$ cat config.mk
export PLATFORM = sky130hd
export DESIGN_NAME = multi_channel_timer_table
export DESIGN_NICKNAME = d
export VERILOG_FILES = /design/src/rtl/core/mctt_pkg.sv /design/src/rtl/core/mctt_ram.sv /design/src/rtl/core/multi_channel_timer_table.sv
export VERILOG_INCLUDE_DIRS = /design/src /design/src/rtl/core
export SDC_FILE = /design/constraint.sdc
export NUM_CORES = 2
export LEC_CHECK = 0
export ABC_CLOCK_PERIOD_IN_PS = 13400
export BUFFER_PORTS_ARGS = -buffer_cell sky130_fd_sc_hd__buf_4
export CORE_ASPECT_RATIO = 1.5
export CORE_MARGIN = 2
export CORE_UTILIZATION = 60
export CTS_CLUSTER_SIZE = 20
export DETAILED_ROUTE_END_ITERATION = 6
export GPL_TIMING_DRIVEN = 0
export PLACE_DENSITY = 0.76
export SYNTH_ARGS = -nofsm -noshare
export SYNTH_HDL_FRONTEND = slang
export SYNTH_SLANG_ARGS = --single-unit
$ cat constraint.sdc
create_clock -name clock -period 13.4 [get_ports clock]
set_clock_uncertainty 0.05 [all_clocks]
set_input_delay 1.34 -clock clock [delete_from_list [all_inputs] [get_ports clock]]
set_output_delay 1.34 -clock clock [all_outputs]
set_load 0.005 [all_outputs]
$ cat src/rtl/core/multi_channel_timer_table_defines.svh
// Assertion helpers for the timer table
`ifndef MULTI_CHANNEL_TIMER_TABLE_DEFINES_SVH
`define MULTI_CHANNEL_TIMER_TABLE_DEFINES_SVH

// same-cycle implication
`define MCTT_ASSERT_NOW(label, clk, rst, ante, cons, msg) \
   label: assert property (@(posedge clk) disable iff (rst) (ante) |-> (cons)) else $error(msg);

// next-cycle implication
`define MCTT_ASSERT_NEXT(label, clk, rst, ante, cons, msg) \
   label: assert property (@(posedge clk) disable iff (rst) (ante) |=> (cons)) else $error(msg);

`endif

$ cat src/rtl/core/mctt_pkg.sv
`timescale 1ns / 1ps
package mctt_pkg;

   localparam int NUM_TIMERS = 32;
   localparam int AW         = (NUM_TIMERS > 1) ? $clog2(NUM_TIMERS) : 1;

   localparam int ACT_W    = 3;
   localparam int IDX_W    = 5;
   localparam int PER_W    = 16;
   localparam int TICK_W   = 32;
   localparam int KIND_W   = 2;
   localparam int REQ_DW   = 56;
   localparam int RSP_DW   = 8;

   typedef enum logic [ACT_W-1:0] {
      ACT_CREATE   = 3'd0,
      ACT_RERUN    = 3'd1,
      ACT_STOP     = 3'd2,
      ACT_STOP_NOW = 3'd3,
      ACT_CHECK    = 3'd4
   } mctt_act_type;

   typedef enum logic [KIND_W-1:0] {
      KIND_ACK     = 2'd0,
      KIND_EXPIRED = 2'd1,
      KIND_NONE    = 2'd2
   } mctt_kind_type;

   typedef enum logic [1:0] {
      ST_IDLE,
      ST_OP,
      ST_SCAN,
      ST_END
   } mctt_state_type;

   typedef struct packed {
      logic [TICK_W-1:0] deadline;
      logic [PER_W-1:0]  period;
      logic              mode;
   } mctt_entry_type;

   localparam int ENTRY_W = $bits(mctt_entry_type);

   localparam logic MODE_PERIODIC = 1'b0;
   localparam logic MODE_ONESHOT  = 1'b1;

   // wrap-aware "deadline is not after now"
   function automatic logic not_after(input logic [TICK_W-1:0] deadline,
                                      input logic [TICK_W-1:0] now);
      logic [TICK_W-1:0] diff;
      diff      = deadline - now;
      not_after = (diff == '0) || diff[TICK_W-1];
   endfunction

endpackage

$ cat src/rtl/core/mctt_ram.sv
`timescale 1ns / 1ps
module mctt_ram #(
   parameter int WIDTH = 8,
   parameter int DEPTH = 32
) (
   input  logic                                     clock,
   input  logic                                     wr_en,
   input  logic [((DEPTH > 1) ? $clog2(DEPTH) : 1)-1:0] wr_addr,
   input  logic [WIDTH-1:0]                         wr_data,
   input  logic                                     rd_en,
   input  logic [((DEPTH > 1) ? $clog2(DEPTH) : 1)-1:0] rd_addr,
   output logic [WIDTH-1:0]                         rd_data
);

   logic [WIDTH-1:0] mem_ff [DEPTH];
   logic [WIDTH-1:0] rd_data_ff;

   always_ff @(posedge clock) begin
      if (wr_en) begin
         mem_ff[wr_addr] <= wr_data;
      end
      if (rd_en) begin
         rd_data_ff <= mem_ff[rd_addr];
      end
   end

   assign rd_data = rd_data_ff;

endmodule

$ cat src/rtl/core/multi_channel_timer_table.sv
`timescale 1ns / 1ps
// Timer table: NUM_TIMERS slots, each with active bit, deadline, period and mode.
// Request channel (req_*): one item per action; the action code rides in
// req_tuser, slot index, period, mode and the current tick in req_tdata.
// Result channel (rsp_*): kind in rsp_tuser, slot and previous mode in
// rsp_tdata, rsp_tlast on the final result of a request.
// Create, rerun, the stops and unknown codes give one acknowledge: the slot
// RAM is read at the accept edge; update, write-back and the result register
// load follow in ST_OP once the output register is free.
// Check walks the slots from the highest index down, one slot per cycle while
// the result channel does not stall the walk, through the single RAM read port.
// Each expired slot gives one result; if none expire a single "none" result.
// The last expiry is held one step so that it can carry rsp_tlast.
// One request is in work at a time; the next is taken once the current one
// has put its final result in the output register.
// A stalled result channel holds the output register and freezes the walk
// when a second result is ready; no result is lost.
// Reset clears the active bits and the control state; the RAM needs no clear.
module multi_channel_timer_table (
   input  logic                       clock,
   input  logic                       reset,
   input  logic                       req_tvalid,
   output logic                       req_tready,
   // timer_index[4:0], period[20:5], new_mode[21], now_tick[53:22], zeros
   input  logic [mctt_pkg::REQ_DW-1:0] req_tdata,
   // action[2:0]
   input  logic [mctt_pkg::ACT_W-1:0]  req_tuser,
   output logic                       rsp_tvalid,
   input  logic                       rsp_tready,
   // expired_index[4:0], previous_mode[5], zeros
   output logic [mctt_pkg::RSP_DW-1:0] rsp_tdata,
   // kind[1:0]
   output logic [mctt_pkg::KIND_W-1:0] rsp_tuser,
   output logic                       rsp_tlast
);

   import mctt_pkg::*;

   `include "multi_channel_timer_table_defines.svh"

   mctt_state_type state_ff, state_in;

   logic [ACT_W-1:0]  act_ff;
   logic [IDX_W-1:0]  idx_ff;
   logic [PER_W-1:0]  per_ff;
   logic              nmode_ff;
   logic [TICK_W-1:0] now_ff;

   logic [AW-1:0]         scan_ff, scan_in;
   logic                  pend_valid_ff, pend_valid_in;
   logic [IDX_W-1:0]      pend_idx_ff, pend_idx_in;
   logic [NUM_TIMERS-1:0] active_ff, active_in;

   logic                rsp_valid_ff;
   mctt_kind_type       rsp_kind_ff;
   logic [IDX_W-1:0]    rsp_idx_ff;
   logic                rsp_pmode_ff;
   logic                rsp_last_ff;

   logic                req_take;
   logic                out_free;

   logic                ram_wr_en;
   logic [AW-1:0]       ram_wr_addr;
   mctt_entry_type      ram_wr_data;
   logic                ram_rd_en;
   logic [AW-1:0]       ram_rd_addr;
   logic [ENTRY_W-1:0]  ram_rd_raw;
   mctt_entry_type      rd_entry;

   logic                act_wr_en;
   logic [AW-1:0]       act_wr_addr;
   logic                act_wr_val;

   logic                push;
   mctt_kind_type       push_kind;
   logic [IDX_W-1:0]    push_idx;
   logic                push_pmode;
   logic                push_last;

   logic                scan_hit;
   logic                scan_stall;
   logic                scan_advance;
   logic                idx_ok;
   logic [AW-1:0]       op_addr;

   assign rd_entry     = mctt_entry_type'(ram_rd_raw);
   assign out_free     = !rsp_valid_ff || rsp_tready;
   assign req_tready   = (state_ff == ST_IDLE);
   assign req_take     = req_tvalid && req_tready;
   assign idx_ok       = ({1'b0, idx_ff} < (IDX_W + 1)'(NUM_TIMERS));
   assign op_addr      = idx_ff[AW-1:0];

   assign scan_hit     = active_ff[scan_ff] && not_after(rd_entry.deadline, now_ff);
   assign scan_stall   = scan_hit && pend_valid_ff && !out_free;
   assign scan_advance = (state_ff == ST_SCAN) && !scan_stall;

   mctt_ram #(
      .WIDTH (ENTRY_W),
      .DEPTH (NUM_TIMERS)
   ) u_slot_ram (
      .clock   (clock),
      .wr_en   (ram_wr_en),
      .wr_addr (ram_wr_addr),
      .wr_data (ram_wr_data),
      .rd_en   (ram_rd_en),
      .rd_addr (ram_rd_addr),
      .rd_data (ram_rd_raw)
   );

   // next state
   always_comb begin
      state_in = state_ff;
      unique case (state_ff)
         ST_IDLE: begin
            if (req_take) begin
               state_in = (req_tuser == ACT_CHECK) ? ST_SCAN : ST_OP;
            end
         end
         ST_OP: begin
            if (out_free) begin
               state_in = ST_IDLE;
            end
         end
         ST_SCAN: begin
            if (scan_advance && scan_ff == '0) begin
               state_in = ST_END;
            end
         end
         ST_END: begin
            if (out_free) begin
               state_in = ST_IDLE;
            end
         end
         default: state_in = ST_IDLE;
      endcase
   end

   // datapath and outputs
   always_comb begin
      ram_wr_en     = 1'b0;
      ram_wr_addr   = op_addr;
      ram_wr_data   = rd_entry;
      ram_rd_en     = 1'b0;
      ram_rd_addr   = req_tdata[AW-1:0];
      act_wr_en     = 1'b0;
      act_wr_addr   = op_addr;
      act_wr_val    = 1'b0;
      push          = 1'b0;
      push_kind     = KIND_ACK;
      push_idx      = '0;
      push_pmode    = 1'b0;
      push_last     = 1'b1;
      scan_in       = scan_ff;
      pend_valid_in = pend_valid_ff;
      pend_idx_in   = pend_idx_ff;

      unique case (state_ff)
         ST_IDLE: begin
            if (req_take) begin
               ram_rd_en     = 1'b1;
               pend_valid_in = 1'b0;
               if (req_tuser == ACT_CHECK) begin
                  ram_rd_addr = AW'(NUM_TIMERS - 1);
                  scan_in     = AW'(NUM_TIMERS - 1);
               end
            end
         end
         ST_OP: begin
            if (out_free) begin
               push = 1'b1;
               if (idx_ok) begin
                  unique case (act_ff)
                     ACT_CREATE: begin
                        ram_wr_en            = 1'b1;
                        ram_wr_data.deadline = now_ff + TICK_W'(per_ff);
                        ram_wr_data.period   = per_ff;
                        ram_wr_data.mode     = nmode_ff;
                        act_wr_en            = 1'b1;
                        act_wr_val           = 1'b1;
                     end
                     ACT_RERUN: begin
                        ram_wr_en            = 1'b1;
                        ram_wr_data.deadline = now_ff + TICK_W'(rd_entry.period);
                        ram_wr_data.mode     = nmode_ff;
                        act_wr_en            = 1'b1;
                        act_wr_val           = 1'b1;
                        push_pmode           = rd_entry.mode;
                     end
                     ACT_STOP: begin
                        ram_wr_en        = 1'b1;
                        ram_wr_data.mode = MODE_ONESHOT;
                        push_pmode       = rd_entry.mode;
                     end
                     ACT_STOP_NOW: begin
                        ram_wr_en            = 1'b1;
                        ram_wr_data.deadline = '0;
                        ram_wr_data.mode     = MODE_ONESHOT;
                        act_wr_en            = 1'b1;
                        act_wr_val           = 1'b0;
                        push_pmode           = rd_entry.mode;
                     end
                     default: begin
                        ram_wr_en = 1'b0;
                     end
                  endcase
               end
            end
         end
         ST_SCAN: begin
            ram_wr_addr = scan_ff;
            act_wr_addr = scan_ff;
            if (scan_advance) begin
               if (scan_hit) begin
                  ram_wr_en = 1'b1;
                  if (rd_entry.mode == MODE_PERIODIC) begin
                     ram_wr_data.deadline = rd_entry.deadline + TICK_W'(rd_entry.period);
                  end else begin
                     ram_wr_data.deadline = '0;
                     act_wr_en            = 1'b1;
                     act_wr_val           = 1'b0;
                  end
                  if (pend_valid_ff) begin
                     push      = 1'b1;
                     push_kind = KIND_EXPIRED;
                     push_idx  = pend_idx_ff;
                     push_last = 1'b0;
                  end
                  pend_valid_in = 1'b1;
                  pend_idx_in   = IDX_W'(scan_ff);
               end
               if (scan_ff != '0) begin
                  ram_rd_en   = 1'b1;
                  ram_rd_addr = scan_ff - 1'b1;
                  scan_in     = scan_ff - 1'b1;
               end
            end
         end
         ST_END: begin
            if (out_free) begin
               push          = 1'b1;
               pend_valid_in = 1'b0;
               if (pend_valid_ff) begin
                  push_kind = KIND_EXPIRED;
                  push_idx  = pend_idx_ff;
               end else begin
                  push_kind = KIND_NONE;
               end
            end
         end
         default: begin
            push = 1'b0;
         end
      endcase

      active_in = active_ff;
      if (act_wr_en) begin
         active_in[act_wr_addr] = act_wr_val;
      end
   end

   always_ff @(posedge clock) begin
      if (reset) begin
         state_ff      <= ST_IDLE;
         active_ff     <= '0;
         pend_valid_ff <= 1'b0;
         rsp_valid_ff  <= 1'b0;
      end else begin
         state_ff      <= state_in;
         active_ff     <= active_in;
         pend_valid_ff <= pend_valid_in;
         if (push) begin
            rsp_valid_ff <= 1'b1;
         end else if (rsp_tready) begin
            rsp_valid_ff <= 1'b0;
         end
      end
   end

   always_ff @(posedge clock) begin
      scan_ff     <= scan_in;
      pend_idx_ff <= pend_idx_in;
      if (req_take) begin
         act_ff   <= req_tuser;
         idx_ff   <= req_tdata[4:0];
         per_ff   <= req_tdata[20:5];
         nmode_ff <= req_tdata[21];
         now_ff   <= req_tdata[53:22];
      end
      if (push) begin
         rsp_kind_ff  <= push_kind;
         rsp_idx_ff   <= push_idx;
         rsp_pmode_ff <= push_pmode;
         rsp_last_ff  <= push_last;
      end
   end

   assign rsp_tvalid = rsp_valid_ff;
   assign rsp_tuser  = rsp_kind_ff;
   assign rsp_tdata  = {{(RSP_DW - IDX_W - 1){1'b0}}, rsp_pmode_ff, rsp_idx_ff};
   assign rsp_tlast  = rsp_last_ff;

   `MCTT_ASSERT_NEXT(a_take_starts_work, clock, reset, req_take,
      (state_ff == ST_OP || state_ff == ST_SCAN), "accepted item did not start work")
   `MCTT_ASSERT_NOW(a_pend_in_check, clock, reset, pend_valid_ff,
      (state_ff == ST_SCAN || state_ff == ST_END), "held expiry outside a check")
   `MCTT_ASSERT_NEXT(a_scan_push_not_last, clock, reset, (push && state_ff == ST_SCAN),
      (!rsp_tlast && rsp_tuser == KIND_EXPIRED), "mid-walk result marked last")

endmodule

==> flow_summary.toml <==
[timing]
slew_violations = 11
fin_setup_tns_ps = 0
setup_viol = 0
hold_viol = 0
slew-limit-headroom_pct = -8.618
fmax_mhz = 126.2
post-route-min-period_ps = 7926
worstMarginPinSlew_ps = 1629
finalCritPeriodShare_pct = 59.15
rsz0062_at_grt = "no"

[route]
first_pass_iters = 7
routedWlPerCell_um = 30.35
wl_um = 221900
ant_nets = 0
vias = 48450
viasPerCell = 6.627
drc = 2
drtIter0Drc = 6937

[outcome]
violations = "DRC, capacitance limit, slew limit"
outcome = "complete, but fails checks"

[power]
irDropWorstVdd_mv = 0.1475
power.density_nw_per_um2 = 228.6
leakage_nw = 29.10

[grt]
grt_usage_pct = 35.46
grt-ovfl-total = 0
antenna_found_initial = 12
grt_first_pass_wirelength_um = 312900
grt_pass1_vias = 47470
grt_start_max_net_pins = 40

[die]
die_w_um = 289.0
die_y_um = 431.5
initial_utilization_pct = 60.61
placementRows = 156
pin_count = 76
fp.coreArea_sq_um = 120600
die_area_sq_um = 124700

[cts]
h-tree-depth = 4
clock-sinks = 1729
clockBufferDepth = 3
cts-resized-gates = 0
cts_hold_buf = 0
cts_tree = "yes"
cts_setup_buffers = 0
root_buffer = "clkbuf_16"
clock_latency_ps = 820
path_clk_slew_ps = 60
numCtsBuffers = 151

[layout]
layout-drive-gt1-share_pct = 11.41
fin_util_pct = 68.34
fin_nets = 5735
syn2layout_area_growth_pct = 12.75

[flow_run]
max-cap-violations = 1

[hold_path]
hold_path_class = "reg -> reg"

[critical_path]
cp.arrival_ps = 8310
endpoint_kind = "flop"
cp_max_fo = 32
worstPathCellList = "clkbuf_1, nor3b_2, clkbuf_1, mux2_2, ha_1, nor2b_1, o21ai_0, a21boi_0, o21ai_0, a21boi_0, o21ai_0, a21oi_1, o41ai_1, o21ai_0, a31oi_1, nor2_1, nand3_1, xnor2_1, a221o_1"
crit_family = "compound AO/OA/AOI/OAI gates"
max_stage_delay_ps = 1010
cp.required_ps = 13780
startpoint_type = "flop"
path_common_cell = "o21ai_0"
crit_type = "reg -> reg"
cpMaxStageDelayCell = "a221o_1"
path_buf_inv = 2

[place]
gp_congestion = 0.9612
portBuffers = 70
hpwl_um = 155900

[logic_synthesis]
synth_cells = 5282
synthMuxAreaShare_pct = 7.568
synth_top_family_by_area = "simple AND/OR/NAND/NOR gates"
synthXorXnorAreaFrac_pct = 0.5990
ys.flop_type = "edfxtp_1"
ys_seq_elements = 1729
syn-cell-area_sq_um = 73110
synthTopCellsByArea = "edfxtp_1 (70%), mux2i_1 (6.9%), nand2_1 (5.4%)"
synth.top_cell.area_share_pct = 69.53
synth-adder-area-share_pct = 1.263
synthTopCellsByCount = "edfxtp_1 (1693), nand2_1 (1055), mux2i_1 (504)"
synth_seq_area_share_pct = 70.52
synth-edff-count = 1693
synth_compound_area_share_pct = 5.831
async_flop_share_pct = 0
synth_most_common_cell = "edfxtp_1"
ys_types = 91
synth.largest_area_cell = "edfxtp_1"
synth_warnings = 0
yosys.area_share.simple_pct = 11.71
syn_avg_cell_area_sq_um = 13.84
==> power by group <==
part / total [mW] / switching (mW) / leakage, nW / internal [mW]
Combinational: 7.18 / 5.19 / 11.2 / 1.99
Clock: 4.20 / 1.97 / 2.28 / 2.23
Sequential: 7.46 / 0.179 / 15.6 / 7.28
Total: 18.8 / 7.34 / 29.1 / 11.5
==> flip-flops by register name, indices dropped and copies added, names as in the netlist <==
| register | cells |
|---|---|
| pend_idx_ff | 5 |
| idx_ff | 5 |
| u_slot_ram.rd_data | 49 |
| pend_valid_ff | 1 |
| rsp_tlast | 1 |
| scan_ff | 5 |
| state_ff | 2 |
| now_ff | 32 |
| per_ff | 16 |
| active_ff | 32 |
| u_slot_ram.mem_ff | 1568 |
| rsp_tvalid | 1 |
| rsp_pmode_ff | 1 |
| nmode_ff | 1 |
| act_ff | 3 |
| rsp_idx_ff | 5 |
| rsp_tuser | 2 |
==> per-stage QoR <==
step	total power, mW	hold slack [ps]	std cells	worst slack [ps]	instance area (sq um)
CTS	18.56	398.2	7305	5208	82400
finish	18.85	397.9	7311	5474	82430
detailed placement	14.44	382.6	7027	5272	77730
global route	19.35	410.9	7306	4997	82420
global placement	14.08	378.8	6933	2432	75620
floorplan	11.56	370.6	5283	6843	73120
==> cell usage in the layout, fill, tap and decap left out, types with 10 or more instances in the layout <==
master / n
a211oi_1: 13
a21o_1: 11
a21oi_1: 96
a22oi_1: 12
a31oi_1: 11
a32oi_1: 149
and2_1: 12
buf_12: 62
buf_2: 90
buf_4: 118
buf_6: 21
buf_8: 14
clkbuf_1: 187
clkbuf_16: 154
clkinv_1: 39
clkinv_2: 25
dfxtp_1: 36
edfxtp_1: 1693
ha_1: 69
inv_1: 77
mux2_2: 38
mux2i_1: 504
nand2_1: 1055
nand2b_1: 17
nand3_1: 461
nand4_1: 120
nor2_1: 103
nor2_4: 32
nor2b_1: 15
nor3_1: 34
nor4_1: 13
o2111ai_1: 52
o211ai_1: 19
o21ai_0: 67
o21ai_2: 11
o21bai_1: 11
o22ai_1: 10
xnor2_1: 38
xor2_1: 12
==> kinds of logic after synthesis <==
logic type	after synthesis
muxes	545
DFF	1729
buffers and inverters	386
other	1
xor gates and xnor gates	50
and+or+nand+nor	1928
AOI/OAI and AO/OA	571
adders and majority gates	72
==> per-layer routing <==
| metal | vias to the layer above | global-route usage (%) | share of wire (%) | routed length, um |
|---|---|---|---|---|
| li1 | 20680 | - | - | - |
| met1 | 23490 | 41.09 | 33 | 72370 |
| met2 | 3409 | 58.27 | 48 | 106800 |
| met3 | 849 | 8.384 | 11 | 24690 |
| met4 | 14 | 24.41 | 8.1 | 17940 |
| met5 | - | 0 | 0.046 | 103 |
==> area by class of cell <==
class | count | area [sq um]
Tap cell | 1580 | 1977
Antenna cell | 6 | 15.01
Clock inverter | 91 | 695.7
Buffer | 309 | 1540
Inverter | 77 | 289.0
Clock buffer | 187 | 3978
Timing Repair Buffer | 164 | 2211
Fill cell | 7887 | 38190
Multi-Input combinational cell | 3168 | 20170
Sequential cell | 1729 | 51560
==> final timing paths <==
| check | endpoint | depth (start not counted) | start | slack [ps] |
|---|---|---|---|---|
| worst max-delay path | u_slot_ram.mem_ff[6][45] | 19 | act_ff[1] | 5470 |
| worst min-delay path | pend_idx_ff[4] | 0 | scan_ff[4] | 400 |
| worst max register to register | u_slot_ram.mem_ff[6][45] | 19 | act_ff[1] | 5470 |
| worst min register to register | pend_idx_ff[4] | 0 | scan_ff[4] | 400 |
Power figures use the tool's default switching activity.
